File: config.mk
export PLATFORM = sky130hd
export DESIGN_NAME = glyph_5x7_rasterizer_with_clip
export DESIGN_NICKNAME = d
export VERILOG_FILES = /design/src/rtl/core/g5x7r_pkg.sv /design/src/rtl/core/glyph_5x7_rasterizer_with_clip.sv /design/src/rtl/core/g5x7r_clip.sv
export SDC_FILE = /design/constraint.sdc
export NUM_CORES = 1
export LEC_CHECK = 0
export BUFFER_PORTS_ARGS = -buffer_cell sky130_fd_sc_hd__buf_2
export CORE_ASPECT_RATIO = 1.2
export CORE_MARGIN = 2
export CORE_UTILIZATION = 60
export DETAILED_ROUTE_END_ITERATION = 8
export PLACE_DENSITY = 0.9
export SYNTH_ARGS = -nofsm -noshare
export SYNTH_HDL_FRONTEND = slang
export SYNTH_MEMORY_MAX_BITS = 65536
export SYNTH_SLANG_ARGS = --single-unit
File: constraint.sdc
create_clock -name clk -period 4.4 [get_ports clk]
set_input_delay 0.88 -clock clk [delete_from_list [all_inputs] [get_ports clk]]
set_output_delay 0.88 -clock clk [all_outputs]
set_load 0.01 [all_outputs]
File: src/rtl/core/g5x7r_pkg.sv
// Shared types, constants and the 5x7 font table of the glyph rasterizer.
package g5x7r_pkg;

  localparam int GLYPH_ROWS = 7;
  localparam int GLYPH_COLS = 5;

  localparam int SURF_W_BITS = 13;
  localparam int SURF_H_BITS = 7;
  localparam int CFG_INDEX_W = 2;
  localparam int CFG_DATA_W  = SURF_W_BITS;

  localparam int MAX_SURFACE_HEIGHT_DEF = 64;

  localparam logic [SURF_W_BITS-1:0] SURF_W_RESET = 13'd640;
  localparam logic [SURF_H_BITS-1:0] SURF_H_RESET = 7'd64;

  // Configuration register indexes
  localparam logic [CFG_INDEX_W-1:0] CFG_SURFACE_WIDTH  = 2'd0;
  localparam logic [CFG_INDEX_W-1:0] CFG_SURFACE_HEIGHT = 2'd1;

  typedef struct packed {
    logic [7:0]         char_code;
    logic signed [11:0] origin_x;
    logic signed [11:0] origin_y;
  } req_t;

  typedef struct packed {
    logic signed [11:0] pos_x;
    logic signed [11:0] pos_y;
    logic [4:0]         row0_mask;
    logic [4:0]         row1_mask;
    logic [4:0]         row2_mask;
    logic [4:0]         row3_mask;
    logic [4:0]         row4_mask;
    logic [4:0]         row5_mask;
    logic [4:0]         row6_mask;
  } rsp_t;

  // Row 0 is the leftmost element, so literals read top row first.
  typedef logic [0:GLYPH_ROWS-1][GLYPH_COLS-1:0] glyph_t;

  function automatic glyph_t glyph_lookup(input logic [7:0] code);
    logic [7:0] key;
    glyph_t     g;
    key = code;
    // fold lower case onto upper case
    if (code >= 8'h61 && code <= 8'h7A) begin
      key = code - 8'h20;
    end
    case (key)
      8'h41: g = {5'h0E, 5'h11, 5'h11, 5'h1F, 5'h11, 5'h11, 5'h11}; // A
      8'h42: g = {5'h1E, 5'h11, 5'h11, 5'h1E, 5'h11, 5'h11, 5'h1E};
      8'h43: g = {5'h0E, 5'h11, 5'h10, 5'h10, 5'h10, 5'h11, 5'h0E};
      8'h44: g = {5'h1E, 5'h11, 5'h11, 5'h11, 5'h11, 5'h11, 5'h1E};
      8'h45: g = {5'h1F, 5'h10, 5'h10, 5'h1E, 5'h10, 5'h10, 5'h1F};
      8'h46: g = {5'h1F, 5'h10, 5'h10, 5'h1E, 5'h10, 5'h10, 5'h10};
      8'h47: g = {5'h0E, 5'h11, 5'h10, 5'h10, 5'h13, 5'h11, 5'h0E};
      8'h48: g = {5'h11, 5'h11, 5'h11, 5'h1F, 5'h11, 5'h11, 5'h11};
      8'h49: g = {5'h1F, 5'h04, 5'h04, 5'h04, 5'h04, 5'h04, 5'h1F};
      8'h4A: g = {5'h1F, 5'h02, 5'h02, 5'h02, 5'h02, 5'h12, 5'h0C};
      8'h4B: g = {5'h11, 5'h12, 5'h14, 5'h18, 5'h14, 5'h12, 5'h11};
      8'h4C: g = {5'h10, 5'h10, 5'h10, 5'h10, 5'h10, 5'h10, 5'h1F};
      8'h4D: g = {5'h11, 5'h1B, 5'h15, 5'h15, 5'h11, 5'h11, 5'h11};
      8'h4E: g = {5'h11, 5'h19, 5'h15, 5'h13, 5'h11, 5'h11, 5'h11};
      8'h4F: g = {5'h0E, 5'h11, 5'h11, 5'h11, 5'h11, 5'h11, 5'h0E};
      8'h50: g = {5'h1E, 5'h11, 5'h11, 5'h1E, 5'h10, 5'h10, 5'h10};
      8'h51: g = {5'h0E, 5'h11, 5'h11, 5'h11, 5'h15, 5'h12, 5'h0D};
      8'h52: g = {5'h1E, 5'h11, 5'h11, 5'h1E, 5'h14, 5'h12, 5'h11};
      8'h53: g = {5'h0F, 5'h10, 5'h10, 5'h0E, 5'h01, 5'h01, 5'h1E};
      8'h54: g = {5'h1F, 5'h04, 5'h04, 5'h04, 5'h04, 5'h04, 5'h04};
      8'h55: g = {5'h11, 5'h11, 5'h11, 5'h11, 5'h11, 5'h11, 5'h0E};
      8'h56: g = {5'h11, 5'h11, 5'h11, 5'h11, 5'h11, 5'h0A, 5'h04};
      8'h57: g = {5'h11, 5'h11, 5'h11, 5'h15, 5'h15, 5'h15, 5'h0A};
      8'h58: g = {5'h11, 5'h11, 5'h0A, 5'h04, 5'h0A, 5'h11, 5'h11};
      8'h59: g = {5'h11, 5'h11, 5'h0A, 5'h04, 5'h04, 5'h04, 5'h04};
      8'h5A: g = {5'h1F, 5'h01, 5'h02, 5'h04, 5'h08, 5'h10, 5'h1F}; // Z
      8'h30: g = {5'h0E, 5'h11, 5'h13, 5'h15, 5'h19, 5'h11, 5'h0E}; // 0
      8'h31: g = {5'h04, 5'h0C, 5'h04, 5'h04, 5'h04, 5'h04, 5'h0E};
      8'h32: g = {5'h0E, 5'h11, 5'h01, 5'h02, 5'h04, 5'h08, 5'h1F};
      8'h33: g = {5'h1E, 5'h01, 5'h01, 5'h0E, 5'h01, 5'h01, 5'h1E};
      8'h34: g = {5'h02, 5'h06, 5'h0A, 5'h12, 5'h1F, 5'h02, 5'h02};
      8'h35: g = {5'h1F, 5'h10, 5'h10, 5'h1E, 5'h01, 5'h01, 5'h1E};
      8'h36: g = {5'h0E, 5'h10, 5'h10, 5'h1E, 5'h11, 5'h11, 5'h0E};
      8'h37: g = {5'h1F, 5'h01, 5'h02, 5'h04, 5'h08, 5'h08, 5'h08};
      8'h38: g = {5'h0E, 5'h11, 5'h11, 5'h0E, 5'h11, 5'h11, 5'h0E};
      8'h39: g = {5'h0E, 5'h11, 5'h11, 5'h0F, 5'h01, 5'h01, 5'h0E}; // 9
      8'h5B: g = {5'h0E, 5'h08, 5'h08, 5'h08, 5'h08, 5'h08, 5'h0E}; // [
      8'h5D: g = {5'h0E, 5'h02, 5'h02, 5'h02, 5'h02, 5'h02, 5'h0E}; // ]
      8'h3A: g = {5'h00, 5'h04, 5'h04, 5'h00, 5'h04, 5'h04, 5'h00}; // :
      8'h2E: g = {5'h00, 5'h00, 5'h00, 5'h00, 5'h00, 5'h0C, 5'h0C}; // .
      8'h2D: g = {5'h00, 5'h00, 5'h00, 5'h1F, 5'h00, 5'h00, 5'h00}; // -
      8'h20: g = {5'h00, 5'h00, 5'h00, 5'h00, 5'h00, 5'h00, 5'h00}; // space
      default: g = {5'h1E, 5'h11, 5'h04, 5'h04, 5'h04, 5'h00, 5'h04}; // ?
    endcase
    return g;
  endfunction

endpackage

File: src/rtl/core/glyph_5x7_rasterizer_with_clip.sv
// On-screen-display 5x7 character generator with surface clipping.
//
// Request channel: drive req (character code and signed glyph origin) and
// pulse start. A request is taken on every rising edge where start is high
// and busy is low; busy is never raised, so one request per cycle is taken.
// Result channel: done is high for one cycle with result holding the origin
// echo and the seven clipped row masks. The receiver cannot stall; a result
// is valid only in its done cycle.
// Pipeline: one input register and one result register, with glyph lookup and
// clip logic in between.
// Throughput: one request per cycle.
// Configuration: write surface_width (index 0) or surface_height (index 1)
// through cfg_valid/cfg_index/cfg_data; cfg_ready is always high. Write only
// while no request is in flight. Other indexes are ignored.
// Reset (rst, synchronous): drops any request in flight and sets the surface
// to 640 x 64.
module glyph_5x7_rasterizer_with_clip #(
  parameter int MAX_SURFACE_HEIGHT = g5x7r_pkg::MAX_SURFACE_HEIGHT_DEF
) (
  input  logic                                  clk,
  input  logic                                  rst,
  input  logic                                  start,
  output logic                                  busy,
  input  g5x7r_pkg::req_t                       req,
  output logic                                  done,
  output g5x7r_pkg::rsp_t                       result,
  input  logic                                  cfg_valid,
  output logic                                  cfg_ready,
  input  logic [g5x7r_pkg::CFG_INDEX_W-1:0]     cfg_index,
  input  logic [g5x7r_pkg::CFG_DATA_W-1:0]      cfg_data
);
  import g5x7r_pkg::*;

  logic                    in_valid;
  req_t                    in_req;
  rsp_t                    rsp_next;
  logic [SURF_W_BITS-1:0]  surface_width;
  logic [SURF_H_BITS-1:0]  surface_height;

  assign busy      = 1'b0;
  assign cfg_ready = 1'b1;

  always_ff @(posedge clk) begin
    if (rst) begin
      in_valid       <= 1'b0;
      done           <= 1'b0;
      surface_width  <= SURF_W_RESET;
      surface_height <= SURF_H_RESET;
    end else begin
      in_valid <= start && !busy;
      done     <= in_valid;
      if (cfg_valid && cfg_ready) begin
        case (cfg_index)
          CFG_SURFACE_WIDTH:  surface_width  <= cfg_data;
          CFG_SURFACE_HEIGHT: surface_height <= cfg_data[SURF_H_BITS-1:0];
          default: ;
        endcase
      end
    end
  end

  always_ff @(posedge clk) begin
    if (start && !busy) begin
      in_req <= req;
    end
    if (in_valid) begin
      result <= rsp_next;
    end
  end

  g5x7r_clip #(
    .MAX_SURFACE_HEIGHT(MAX_SURFACE_HEIGHT)
  ) u_clip (
    .req           (in_req),
    .surface_width (surface_width),
    .surface_height(surface_height),
    .rsp           (rsp_next)
  );

endmodule

File: src/rtl/core/g5x7r_clip.sv
// Glyph lookup and surface clipping for one registered request.
module g5x7r_clip #(
  parameter int MAX_SURFACE_HEIGHT = g5x7r_pkg::MAX_SURFACE_HEIGHT_DEF
) (
  input  g5x7r_pkg::req_t                         req,
  input  logic [g5x7r_pkg::SURF_W_BITS-1:0]       surface_width,
  input  logic [g5x7r_pkg::SURF_H_BITS-1:0]       surface_height,
  output g5x7r_pkg::rsp_t                         rsp
);
  import g5x7r_pkg::*;

  localparam int HW = $clog2(MAX_SURFACE_HEIGHT + 1);
  localparam int CW = (HW > 12) ? HW : 12;

  glyph_t                     glyph;
  logic [CW-1:0]              eff_h;
  logic [GLYPH_COLS-1:0]      col_mask;
  logic [GLYPH_ROWS-1:0]      row_ok;
  logic [0:GLYPH_ROWS-1][GLYPH_COLS-1:0] masks;

  assign glyph = glyph_lookup(req.char_code);

  // cap height at the largest supported surface
  always_comb begin
    if (CW'(surface_height) > CW'(MAX_SURFACE_HEIGHT)) begin
      eff_h = CW'(MAX_SURFACE_HEIGHT);
    end else begin
      eff_h = CW'(surface_height);
    end
  end

  always_comb begin
    logic [12:0] px;
    col_mask = '0;
    for (int c = 0; c < GLYPH_COLS; c++) begin
      px = {req.origin_x[11], req.origin_x} + 13'(c);
      col_mask[GLYPH_COLS-1-c] = !px[12] && ({1'b0, px[11:0]} < surface_width);
    end
  end

  always_comb begin
    logic [12:0] py;
    row_ok = '0;
    for (int r = 0; r < GLYPH_ROWS; r++) begin
      py = {req.origin_y[11], req.origin_y} + 13'(r);
      row_ok[r] = !py[12] && (CW'(py[11:0]) < eff_h);
    end
  end

  always_comb begin
    for (int r = 0; r < GLYPH_ROWS; r++) begin
      masks[r] = glyph[r] & col_mask & {GLYPH_COLS{row_ok[r]}};
    end
  end

  always_comb begin
    rsp.pos_x     = req.origin_x;
    rsp.pos_y     = req.origin_y;
    rsp.row0_mask = masks[0];
    rsp.row1_mask = masks[1];
    rsp.row2_mask = masks[2];
    rsp.row3_mask = masks[3];
    rsp.row4_mask = masks[4];
    rsp.row5_mask = masks[5];
    rsp.row6_mask = masks[6];
  end

endmodule

==> key figures, run 1 <==
Placed design
  – Buffers on Ports: 110
  – Gpl congestion: 1.04
  – Post-DP Area: 10200 sq um
  – Post-DP HPWL: 22700 microns
  – Post-place setup slack: 565 ps

Logic synthesis
  – Synth cell types: 75
  – Async set or reset register ratio after synthesis: 0%
  – Ys flop type: edfxtp_1
  – Commonest cells post-synth: ha_1, nand2_1, a21oi_1
  – Yosys reg bits: 113
  – Synth warnings: 0
  – Post-synth EDFFs: 91
  – Gate Count Post-Synth: 1089
  – Synthesized cell area: 9520 sq um
  – Sequential area share after synthesis: 33.3%
  – Area leader, netlist: edfxtp_1
  – Syn_nets: 1254
  – Ranking of synthesized cells by area: edfxtp_1, ha_1, a21oi_1
  – Cell with the most instances after synthesis: ha_1
  – Syn Area/Cell: 8.74 sq um
  – Yosys top cell area share: 28.7%

STA
  – Clock skew: 9.28 ps
  – Min Tclk post-route: 3990 ps
  – Worst slew pin tran: 895 ps
  – Max Fclk: 250 MHz
  – Slew Limit Headroom: 39.7%
  – RSZ-0062 raised after global routing: false
  – Slew Viols, Final: 0
  – Fin worst setup slack: 405 ps
  – Finish-stage setup viols: 0
  – Final hold vios: 0
  – Period utilisation layout: 90.8%
  – Setup_tns: 0 ps

Clock network
  – Clk sinks: 113
  – CTS Buf Count: 17
  – Clk buf depth: 2
  – CTS tree: done
  – Root Driver: clkbuf_16
  – H-tree Lvls: 4
  – Post-cts gate resize count: 0
  – Worst skew pair latency: 430 ps
  – Hold-fix buffers, CTS: 0
  – Clock-pin slew on the worst setup and hold paths: 60 ps
  – # Post-CTS Setup Buffers: 0

Critical path
  – Worst Setup Path Type: register to register
  – Delay-heaviest family, CP: compound AO/OA/AOI/OAI gates
  – FF-to-FF End: result[1]
  – Crit. End Element: register
  – Cell Chain, Critical Path: ha_1 > nand3_1 > nor2_1 > and3_1 > nor2b_1 > xor2_1 > ha_1 > a21o_1 > a21oi_1 > o2111ai_1 > a2111oi_0
  – CP max stage delay: 630 ps
  – Critical Path AT: 4160 ps
  – CP Data Required Time: 4560 ps
  – CP Launch Point: in_req[15]
  – Worst R2R Start: in_req[15]
  – Worst path most repeated cell: ha_1
  – FF-to-FF setup slack: 410 ps
  – Worst setup SP type: register
  – Critical-path top delay cell: a2111oi_0
  – Worst r2r path cells: 11
  – CP Buf/Inv Count: 0
  – Worst-path maximum fanout: 9

Worst hold path
  – Worst Hold End: surface_width[11]
  – Min-delay worst type: register to register
  – Hold Path Stages: 2
  – Hold_sp: surface_width[11]

Route
  – 1st-iter DRT viols: 1057
  – Via/cell ratio: 6.68
  – Post-route DRC: 0
  – ANT nets after route: 0
  – First-pass DRT Iterations: 7
  – Via count: 9304
  – WL per Instance: 22.4 microns
  – WL final: 31200 microns

Global routing
  – Initial antenna violation count: 1
  – Vias in the first global route: 9047
  – GRT Resource Usage Total: 37.2%
  – Largest net degree at the start of global routing: 60
  – Grt ovf: 0
  – First-pass GRT wire length: 48500 microns

Power
  – Pleak: 4.17 nW
  – Pwr Density: 335 nW/um^2
  – VDD IR max: 283 uV

Final layout
  – ANT cells: 0
  – Layout area overhead: 13.3%
  – Cell area after layout: 10800 sq um
  – Layout cell share with drive strength beyond 1: 15.7%
  – Nets: 1336

Floorplanning
  – Core area: 15600 sq um
  – Ports: 113
  – Die Y: 142 microns
  – Initial Utilization: 61.1%
  – Die Wd: 119 microns
  – Site Rows: 50
  – Die area: 16900 sq um

Run status
  – Outcome: complete, no violations

Flow run
  – Max-Cap Viols: 0
==> area by class of cell <==
| cell class | count | area (sq um) |
|---|---|---|
| tap | 208 | 260 |
| inverter | 43 | 161 |
| sequential | 113 | 3170 |
| fill | 1222 | 4800 |
| clock buffer | 20 | 478 |
| multi-input combinational | 862 | 5880 |
| clock inverter | 12 | 92.6 |
| timing repair buffer | 134 | 731 |
==> cell usage in the layout (no fill, tap or decap), types with 5 or more instances in the layout <==
cell | netlist | final
clkbuf_16 | 0 | 18
nor4_1 | 11 | 11
o22ai_1 | 11 | 11
nand2_1 | 113 | 113
nand4_1 | 20 | 20
nor2_1 | 73 | 73
nand2b_1 | 15 | 15
xor2_1 | 27 | 27
nor2b_1 | 16 | 16
a21oi_1 | 97 | 97
inv_1 | 41 | 41
a21o_1 | 14 | 14
a211oi_1 | 16 | 16
buf_4 | 5 | 24
nand3_1 | 41 | 41
o21ai_0 | 61 | 61
o211ai_1 | 9 | 9
ha_1 | 114 | 114
nor3_1 | 33 | 33
edfxtp_1 | 91 | 91
o31ai_1 | 8 | 8
a2111oi_0 | 6 | 6
a31oi_1 | 21 | 21
a22oi_1 | 5 | 5
mux2i_1 | 10 | 10
buf_2 | 13 | 110
xnor2_1 | 41 | 41
inv_6 | 0 | 5
and3_1 | 6 | 6
dfxtp_1 | 22 | 21
or3_1 | 7 | 7
==> cells by family (layout without fill, tap and decap cells) <==
logic type               count (synthesis)  in the layout  synth area share, %
AO/OA/AOI/OAI                          299            299                 19.9
flip-flops                             113            113                 33.3
other                                    2              2               0.0789
multiplexers                            14             14                 1.64
AND/OR/NAND/NOR                        365            365                 18.9
XOR/XNOR                                68             68                 6.26
buffers and inverters                  114            209                 4.94
adder cells (fa/ha/maj)                114            114                 15.0
==> state kept, by name, indices dropped and copies added (netlist names) <==
register / cells
result: 59
in_req: 32
surface_width: 13
done: 1
in_valid: 1
surface_height: 7
==> report_power, final <==
part	leakage [nW]	internal (mW)	switching [mW]
sequential	1.03	1.22	0.0859
clock	0.285	0.792	0.541
combinational	2.86	0.359	0.605
==> worst max-delay path by stage <==
stage,endpoint,cells past startpoint
final,result[1],11
after global placement,result[1],11
after detailed placement,result[1],11
after floorplan,result[17],11
after CTS,result[1],11
after global routing,result[1],11
==> worst min-delay path, delay by kind of cell (launching register included) <==
family,cells,cell delay (ps)
flops,1,310
simple gates,1,50
compound gates,1,50
==> routing by layer <==
layer | track usage, % | wire, microns
met5 | 0 | 0
met4 | 25.5 | 1940
met3 | 6.29 | 2840
met2 | 60.7 | 14600
met1 | 44.9 | 11800
==> per-stage QoR <==
stage                     cells  hold WS, ps  power, mW  utilization (%)
after floorplan            1089          421       1.95                -
after global placement     1360          443       2.24             65.5
after detailed placement   1360          447       2.25             65.5
after CTS                  1392          455       3.58             69.2
after global routing       1392          472       3.74             69.2
final                      1392          455       3.61             69.2
No activity file was read; power rests on OpenSTA's default activity.
==> inputs of run 2 (changes only) <==
CORE_MARGIN = unset   (was 2)
==> run 2 against run 1 <==
Register-to-register slack improved by 60 ps. Critical path type unchanged. Sequential power barely moved. Sequential share of layout area rose by 0.10 points. Critical endpoint is now result[7]. Highest routed layer is now met5.
==> key figures, run 2 (synthesis results as in run 1) <==
Clock network
  – Post-cts gate resize count: 0 (unchanged)
  – # Post-CTS Setup Buffers: 0 (unchanged)
  – Worst skew pair latency: 420 ps (was 430 ps)
  – Hold-fix buffers, CTS: 0 (unchanged)
  – CTS Buf Count: 17 (unchanged)
  – Clk sinks: 113 (unchanged)
  – H-tree Lvls: 4 (unchanged)
  – Root Driver: clkbuf_16 (unchanged)
  – Clk buf depth: 2 (unchanged)
  – Clock-pin slew on the worst setup and hold paths: 60 ps (about the same)
  – CTS tree: done (unchanged)

Critical path
  – Worst r2r path cells: 11 (unchanged)
  – FF-to-FF End: result[7] (was result[1])
  – Worst R2R Start: in_req[15] (unchanged)
  – Worst setup SP type: register (unchanged)
  – Cell Chain, Critical Path: ha_1 > nand3_1 > nor2_1 > and3_1 > nand2_1 > xnor2_1 > ha_1 > a211oi_1 > nor3_1 > a2111o_1 > nor4_1 (was ha_1 > nand3_1 > nor2_1 > and3_1 > nor2b_1 > xor2_1 > ha_1 > a21o_1 > a21oi_1 > o2111ai_1 > a2111oi_0)
  – Critical-path top delay cell: edfxtp_1 (was a2111oi_0)
  – CP max stage delay: 550 ps (was 630 ps)
  – FF-to-FF setup slack: 460 ps (was 410 ps)
  – Worst Setup Path Type: register to register (unchanged)
  – Delay-heaviest family, CP: simple AND/OR/NAND/NOR gates (was compound AO/OA/AOI/OAI gates)
  – CP Buf/Inv Count: 0 (unchanged)
  – Critical Path AT: 4120 ps (was 4160 ps)
  – CP Data Required Time: 4580 ps (was 4560 ps)
  – Worst-path maximum fanout: 9 (unchanged)
  – Crit. End Element: register (unchanged)
  – Worst path most repeated cell: ha_1 (unchanged)

Placed design
  – Post-DP Area: 10100 sq um (was 10200 sq um)
  – Buffers on Ports: 110 (unchanged)
  – Post-DP HPWL: 21900 microns (was 22700 microns)
  – Gpl congestion: 1.02 (was 1.04)

Worst hold path
  – Worst Hold End: surface_width[4] (was surface_width[11])
  – Hold Path Stages: 2 (unchanged)
  – Min-delay worst type: register to register (unchanged)
  – Hold_sp: surface_width[4] (was surface_width[11])

Route
  – ANT nets after route: 0 (unchanged)
  – Via count: 9357 (was 9304)
  – Post-route DRC: 0 (unchanged)
  – First-pass DRT Iterations: 9 (was 7)
  – WL final: 30400 microns (was 31200 microns)
  – WL per Instance: 21.9 microns (was 22.4 microns)
  – Via/cell ratio: 6.76 (was 6.68)
  – 1st-iter DRT viols: 1158 (was 1057)

Global routing
  – GR Util met3: 6.40% (was 6.29%)
  – Vias in the first global route: 8912 (was 9047)
  – Top Usage Layer GRT: met2 (unchanged)
  – First-pass GRT wire length: 46900 microns (was 48500 microns)
  – Met2 usage: 62.3% (was 60.7%)
  – Grt ovf: 0 (unchanged)
  – Initial antenna violation count: 1 (unchanged)
  – GRT Resource Usage Total: 38.0% (was 37.2%)
  – Largest net degree at the start of global routing: 56 (was 60)
  – Met1 usage: 46.0% (was 44.9%)

Final layout
  – Cell area after layout: 10700 sq um (was 10800 sq um)
  – Layout area overhead: 12.9% (was 13.3%)
  – Most common cell after layout, fill and taps aside: ha_1 (unchanged)
  – Top reg by flops: result (unchanged)
  – Biggest regs: result x59, in_req x32, surface_width x13 (unchanged)
  – Number of flip-flops under the largest register name: 59 (unchanged)
  – Nets: 1328 (was 1336)
  – ANT cells: 0 (unchanged)
  – Most frequent cells in the layout: ha_1, nand2_1, buf_2, a21oi_1, edfxtp_1 (unchanged)
  – Layout cell share with drive strength beyond 1: 15.0% (was 15.7%)

STA
  – Max Fclk: 254 MHz (was 250 MHz)
  – Finish-stage setup viols: 0 (unchanged)
  – Slew Viols, Final: 0 (unchanged)
  – Period utilisation layout: 89.5% (was 90.8%)
  – Clock skew: 8.32 ps (was 9.28 ps)
  – Worst slew pin tran: 979 ps (was 895 ps)
  – Setup_tns: 0 ps (unchanged)
  – Final hold vios: 0 (unchanged)
  – Min Tclk post-route: 3940 ps (was 3990 ps)
  – Slew Limit Headroom: 34.2% (was 39.7%)
  – RSZ-0062 raised after global routing: false (unchanged)

Floorplanning
  – Core area: 15600 sq um (unchanged)
  – Site Rows: 50 (unchanged)
  – Die area: 16400 sq um (was 16900 sq um)
  – Initial Utilization: 61.1% (unchanged)
  – Die Y: 140 microns (was 142 microns)
  – Die Wd: 117 microns (was 119 microns)
  – Ports: 113 (unchanged)

Power
  – Pleak: 4.15 nW (was 4.17 nW)
  – Pwr Density: 338 nW/um^2 (was 335 nW/um^2)
  – VDD IR max: 269 uV (was 283 uV)

Flow run
  – Max-Cap Viols: 0 (unchanged)

Run status
  – Outcome: complete, no violations (unchanged)
run 2: cell types whose count changed in the layout (fill, tap and decap cells not counted), sizes merged:
cell	previous run	this run
clkbuf	20	24
clkinvlp	1	0
buf	134	126
inv	49	47
clkinv	5	4
run 2: report_power, final:
part	switching (mW)	internal (mW)
registers	0.101	1.22
clock network	0.517	0.857
logic	0.583	0.352
total	1.20	2.43
run 2: per-layer routing:
| layer | vias up | routed length, microns |
|---|---|---|
| met4 | 2 | 1880 |
| met1 | 4306 | 10900 |
| met2 | 716 | 14400 |
| met3 | 153 | 3150 |
| met5 | - | 11 |
| li1 | 4180 | - |
run 2: worst max-delay path by stage:
stage | start | end | slack [ps] | depth (start not counted)
after floorplan | in_req[1] | result[17] | 1240 | 11
after global placement | in_req[3] | result[1] | 870 | 11
after detailed placement | in_req[3] | result[1] | 650 | 11
after CTS | in_req[15] | result[7] | 550 | 11
after global routing | in_req[15] | result[21] | 200 | 11
final | in_req[15] | result[7] | 460 | 11
run 2: worst reg2reg max path, stage by stage (launching register included):
cell	delay (ps)
edfxtp_1	550
ha_1	360
nand3_1	200
nor2_1	360
and3_1	300
nand2_1	90
xnor2_1	150
ha_1	310
a211oi_1	280
nor3_1	110
a2111o_1	550
nor4_1	450
run 2: cell type report:
type / count / area (sq um)
Multi-Input combinational cell: 862 / 5880
Fill cell: 1191 / 4830
Sequential cell: 113 / 3170
Timing Repair Buffer: 126 / 671
Clock buffer: 24 / 536
Tap cell: 208 / 260
Inverter: 43 / 161
Clock inverter: 8 / 58.8
run 2: through the flow:
step	total power, mW	hold slack [ps]	setup slack, ps	instances	utilization (%)
final	3.63	458	461	1384	69.0
after global routing	3.78	467	203	1384	69.0
after global placement	2.21	442	872	1352	65.1
after detailed placement	2.24	447	652	1352	65.1
after CTS	3.61	454	546	1384	69.0
after floorplan	1.95	421	1240	1089	-
==> inputs of run 3 (changes only) <==
CORE_UTILIZATION = 55   (was 60)
PLACE_DENSITY = 0.87   (was 0.9)
SYNTH_HIERARCHICAL = 1   (was unset)
clock period = 3.2 ns   (was 4.4 ns; I/O delays follow)
==> run 3 against run 2 <==
Core utilization is 3.8 points lower. Combinational power increased by 51%. Routed wire length is 0.23% higher. Critical path type unchanged. Clock-buffer cell count fell by 6. Die area increased by 13%. Clock skew increased by 3.2 ps.
==> key figures, run 3 <==
Final layout
  – Cell area after layout: 11500 sq um (was 10700 sq um)
  – Biggest regs: result x59, in_req x32, surface_width x13 (unchanged)
  – Most frequent cells in the layout: ha_1, buf_2, edfxtp_1, nand2_1, nor2_1 (was ha_1, nand2_1, buf_2, a21oi_1, edfxtp_1)
  – Fillcell total: 1384 (was 1191)
  – Top reg by flops: result (unchanged)
  – Multi-input gate area: 6190 sq um (was 5880 sq um)
  – Nets: 1382 (was 1328)
  – ANT cells: 0 (unchanged)
  – Number of flip-flops under the largest register name: 59 (unchanged)
  – Layout area overhead: 15.8% (was 12.9%)
  – Fin util: 65.2% (was 69.0%)
  – Layout cell share with drive strength beyond 1: 20.6% (was 15.0%)
  – FF/Latch Area: 3170 sq um (unchanged)
  – Most common cell after layout, fill and taps aside: ha_1 (unchanged)

Placed design
  – Buffers on Ports: 110 (unchanged)
  – Post-DP HPWL: 21900 microns (about the same)
  – Post-DP Area: 10800 sq um (was 10100 sq um)
  – Gpl congestion: 0.985 (was 1.02)

Clock network
  – Clk buf depth: 2 (unchanged)
  – Hold-fix buffers, CTS: 0 (unchanged)
  – Root Driver: clkbuf_16 (unchanged)
  – Clk sinks: 113 (unchanged)
  – CTS Buf Count: 17 (unchanged)
  – Worst skew pair latency: 430 ps (was 420 ps)
  – Clock-pin slew on the worst setup and hold paths: 70 ps (was 60 ps)
  – CTS tree: done (unchanged)
  – H-tree Lvls: 4 (unchanged)

Logic synthesis
  – Cell with the most instances after synthesis: ha_1 (unchanged)
  – Yosys top cell area share: 27.6% (was 28.7%)
  – Async set or reset register ratio after synthesis: 0% (unchanged)
  – Synthesized cell area: 9890 sq um (was 9520 sq um)
  – Yosys reg bits: 113 (unchanged)
  – Sequential area share after synthesis: 32.1% (was 33.3%)
  – Area leader, netlist: edfxtp_1 (unchanged)
  – Ranking of synthesized cells by area: edfxtp_1, ha_1, dfxtp_1 (was edfxtp_1, ha_1, a21oi_1)
  – Syn Area/Cell: 8.89 sq um (was 8.74 sq um)
  – Gate Count Post-Synth: 1113 (was 1089)
  – Synth cell types: 75 (unchanged)
  – Post-synth EDFFs: 91 (unchanged)
  – Synth warnings: 6 (was 0)
  – Syn_nets: 1279 (was 1254)
  – Ys flop type: edfxtp_1 (unchanged)
  – Commonest cells post-synth: ha_1, nand2_1, edfxtp_1 (was ha_1, nand2_1, a21oi_1)

Power
  – VDD IR max: 366 uV (was 269 uV)
  – Pleak: 4.59 nW (was 4.15 nW)
  – Pwr Density: 439 nW/um^2 (was 338 nW/um^2)

Route
  – Via/cell ratio: 6.48 (was 6.76)
  – Post-route DRC: 0 (unchanged)
  – Via count: 9384 (was 9357)
  – WL final: 30400 microns (about the same)
  – 1st-iter DRT viols: 1297 (was 1158)
  – WL per Instance: 21.0 microns (was 21.9 microns)
  – ANT nets after route: 0 (unchanged)
  – First-pass DRT Iterations: 7 (was 9)

Global routing
  – Largest net degree at the start of global routing: 68 (was 56)
  – Grt ovf: 0 (unchanged)
  – Initial antenna violation count: 0 (was 1)
  – First-pass GRT wire length: 47500 microns (was 46900 microns)
  – Vias in the first global route: 8815 (was 8912)
  – GRT Resource Usage Total: 32.9% (was 38.0%)

Run status
  – Outcome: complete, no violations (unchanged)

Floorplanning
  – Ports: 113 (unchanged)
  – Die Y: 149 microns (was 140 microns)
  – Die area: 18500 sq um (was 16400 sq um)
  – Core area: 17600 sq um (was 15600 sq um)
  – Initial Utilization: 56.3% (was 61.1%)
  – Site Rows: 53 (was 50)
  – Die Wd: 124 microns (was 117 microns)

Critical path
  – Worst setup SP type: register (unchanged)
  – Critical Path AT: 3310 ps (was 4120 ps)
  – Delay-heaviest family, CP: simple AND/OR/NAND/NOR gates (unchanged)
  – Worst-path maximum fanout: 6 (was 9)
  – CP Data Required Time: 3460 ps (was 4580 ps)
  – Crit. End Element: register (unchanged)
  – Critical-path top delay cell: edfxtp_1 (unchanged)
  – Cell Chain, Critical Path: ha_1 > a21oi_2 > nand3b_1 > nor2_1 > xor2_1 > ha_1 > nand4b_1 > nor3_1 > a211oi_2 > nand3_2 > or3_4 > nor3_2 (was ha_1 > nand3_1 > nor2_1 > and3_1 > nand2_1 > xnor2_1 > ha_1 > a211oi_1 > nor3_1 > a2111o_1 > nor4_1)
  – Worst path most repeated cell: ha_1 (unchanged)
  – CP Buf/Inv Count: 0 (unchanged)
  – CP max stage delay: 480 ps (was 550 ps)
  – Worst Setup Path Type: register to register (unchanged)

STA
  – Slew Limit Headroom: 34.2% (about the same)
  – Clock skew: 11.6 ps (was 8.32 ps)
  – Final hold vios: 0 (unchanged)
  – Period utilisation layout: 95.4% (was 89.5%)
  – Max Fclk: 327 MHz (was 254 MHz)
  – Finish-stage setup viols: 0 (unchanged)
  – Min Tclk post-route: 3050 ps (was 3940 ps)
  – Slew Viols, Final: 0 (unchanged)
  – Worst slew pin tran: 987 ps (was 979 ps)

Worst hold path
  – Min-delay worst type: input port to register (was register to register)

Flow run
  – Max-Cap Viols: 0 (unchanged)
[run 3: worst register-to-register path, stage by stage, from the launching register on]
cell,delay [ps]
edfxtp_1,480
ha_1,250
a21oi_2,180
nand3b_1,220
nor2_1,80
xor2_1,150
ha_1,300
nand4b_1,150
nor3_1,90
a211oi_2,270
nand3_2,130
or3_4,410
nor3_2,180
[run 3: worst paths after layout]
check	cells past startpoint	slack (ps)	end	from
setup reg to reg	12	150	result[6]	in_req[14]
setup / recovery	12	150	result[6]	in_req[14]
hold / removal	1	390	in_req[27]	req[27]
hold reg to reg	2	480	surface_width[6]	surface_width[6]
[run 3: kinds of logic (layout without fill, tap and decap cells)]
family / after synthesis / in the layout / synth area share [%]
buf+inv: 137 / 253 / 6.52
xor+xnor: 69 / 69 / 6.11
fa+ha+maj: 115 / 115 / 14.5
compound gates: 275 / 275 / 18.2
mux: 31 / 31 / 3.31
flops: 113 / 113 / 32.1
simple gates: 371 / 371 / 19.1
other cells: 2 / 2 / 0.0759
[run 3: power by group]
part / switching, mW / internal [mW]
clock network: 0.791 / 1.06
logic: 0.847 / 0.558
registers: 0.0903 / 1.68
[run 3: metal layers]
layer	vias up	wire length [microns]	GRT usage, %
met2	557	14300	54.4
li1	4270	-	-
met4	0	1560	18.9
met1	4437	12000	40.8
met3	120	2610	5.16
met5	-	0	0
[run 3: layout make-up]
| type | instances | share of cell area, % |
|---|---|---|
| multi-input cells | 863 | 54.0 |
| flip-flops and latches | 113 | 27.7 |
| repair buffers | 180 | 9.61 |
| clock buffers | 18 | 3.93 |
| well taps | 220 | 2.40 |
| inverters | 41 | 1.34 |
| clock inverters | 14 | 1.04 |
[run 3: timing repair]
| item | 4_1_cts | 5_1_grt |
|---|---|---|
| hold endpoints to repair | 0 | 0 |
| gates resized for setup | 2 | 21 |
| setup endpoints to repair | 3 | 19 |
| buffers inserted | 0 | 2 |
| pin swaps | 1 | 11 |
[run 3: stage by stage]
step	std cells	worst slack (ps)	TNS (ps)	total power [mW]	hold WS, ps
global placement	1415	75.6	0	3.09	459
detailed placement	1415	-17.9	-38.7	3.13	473
CTS	1447	72.1	0	4.97	377
floorplan	1113	7.19	0	2.70	448
finish	1449	146	0	5.03	386
global route	1449	-48.2	-83.4	5.24	379
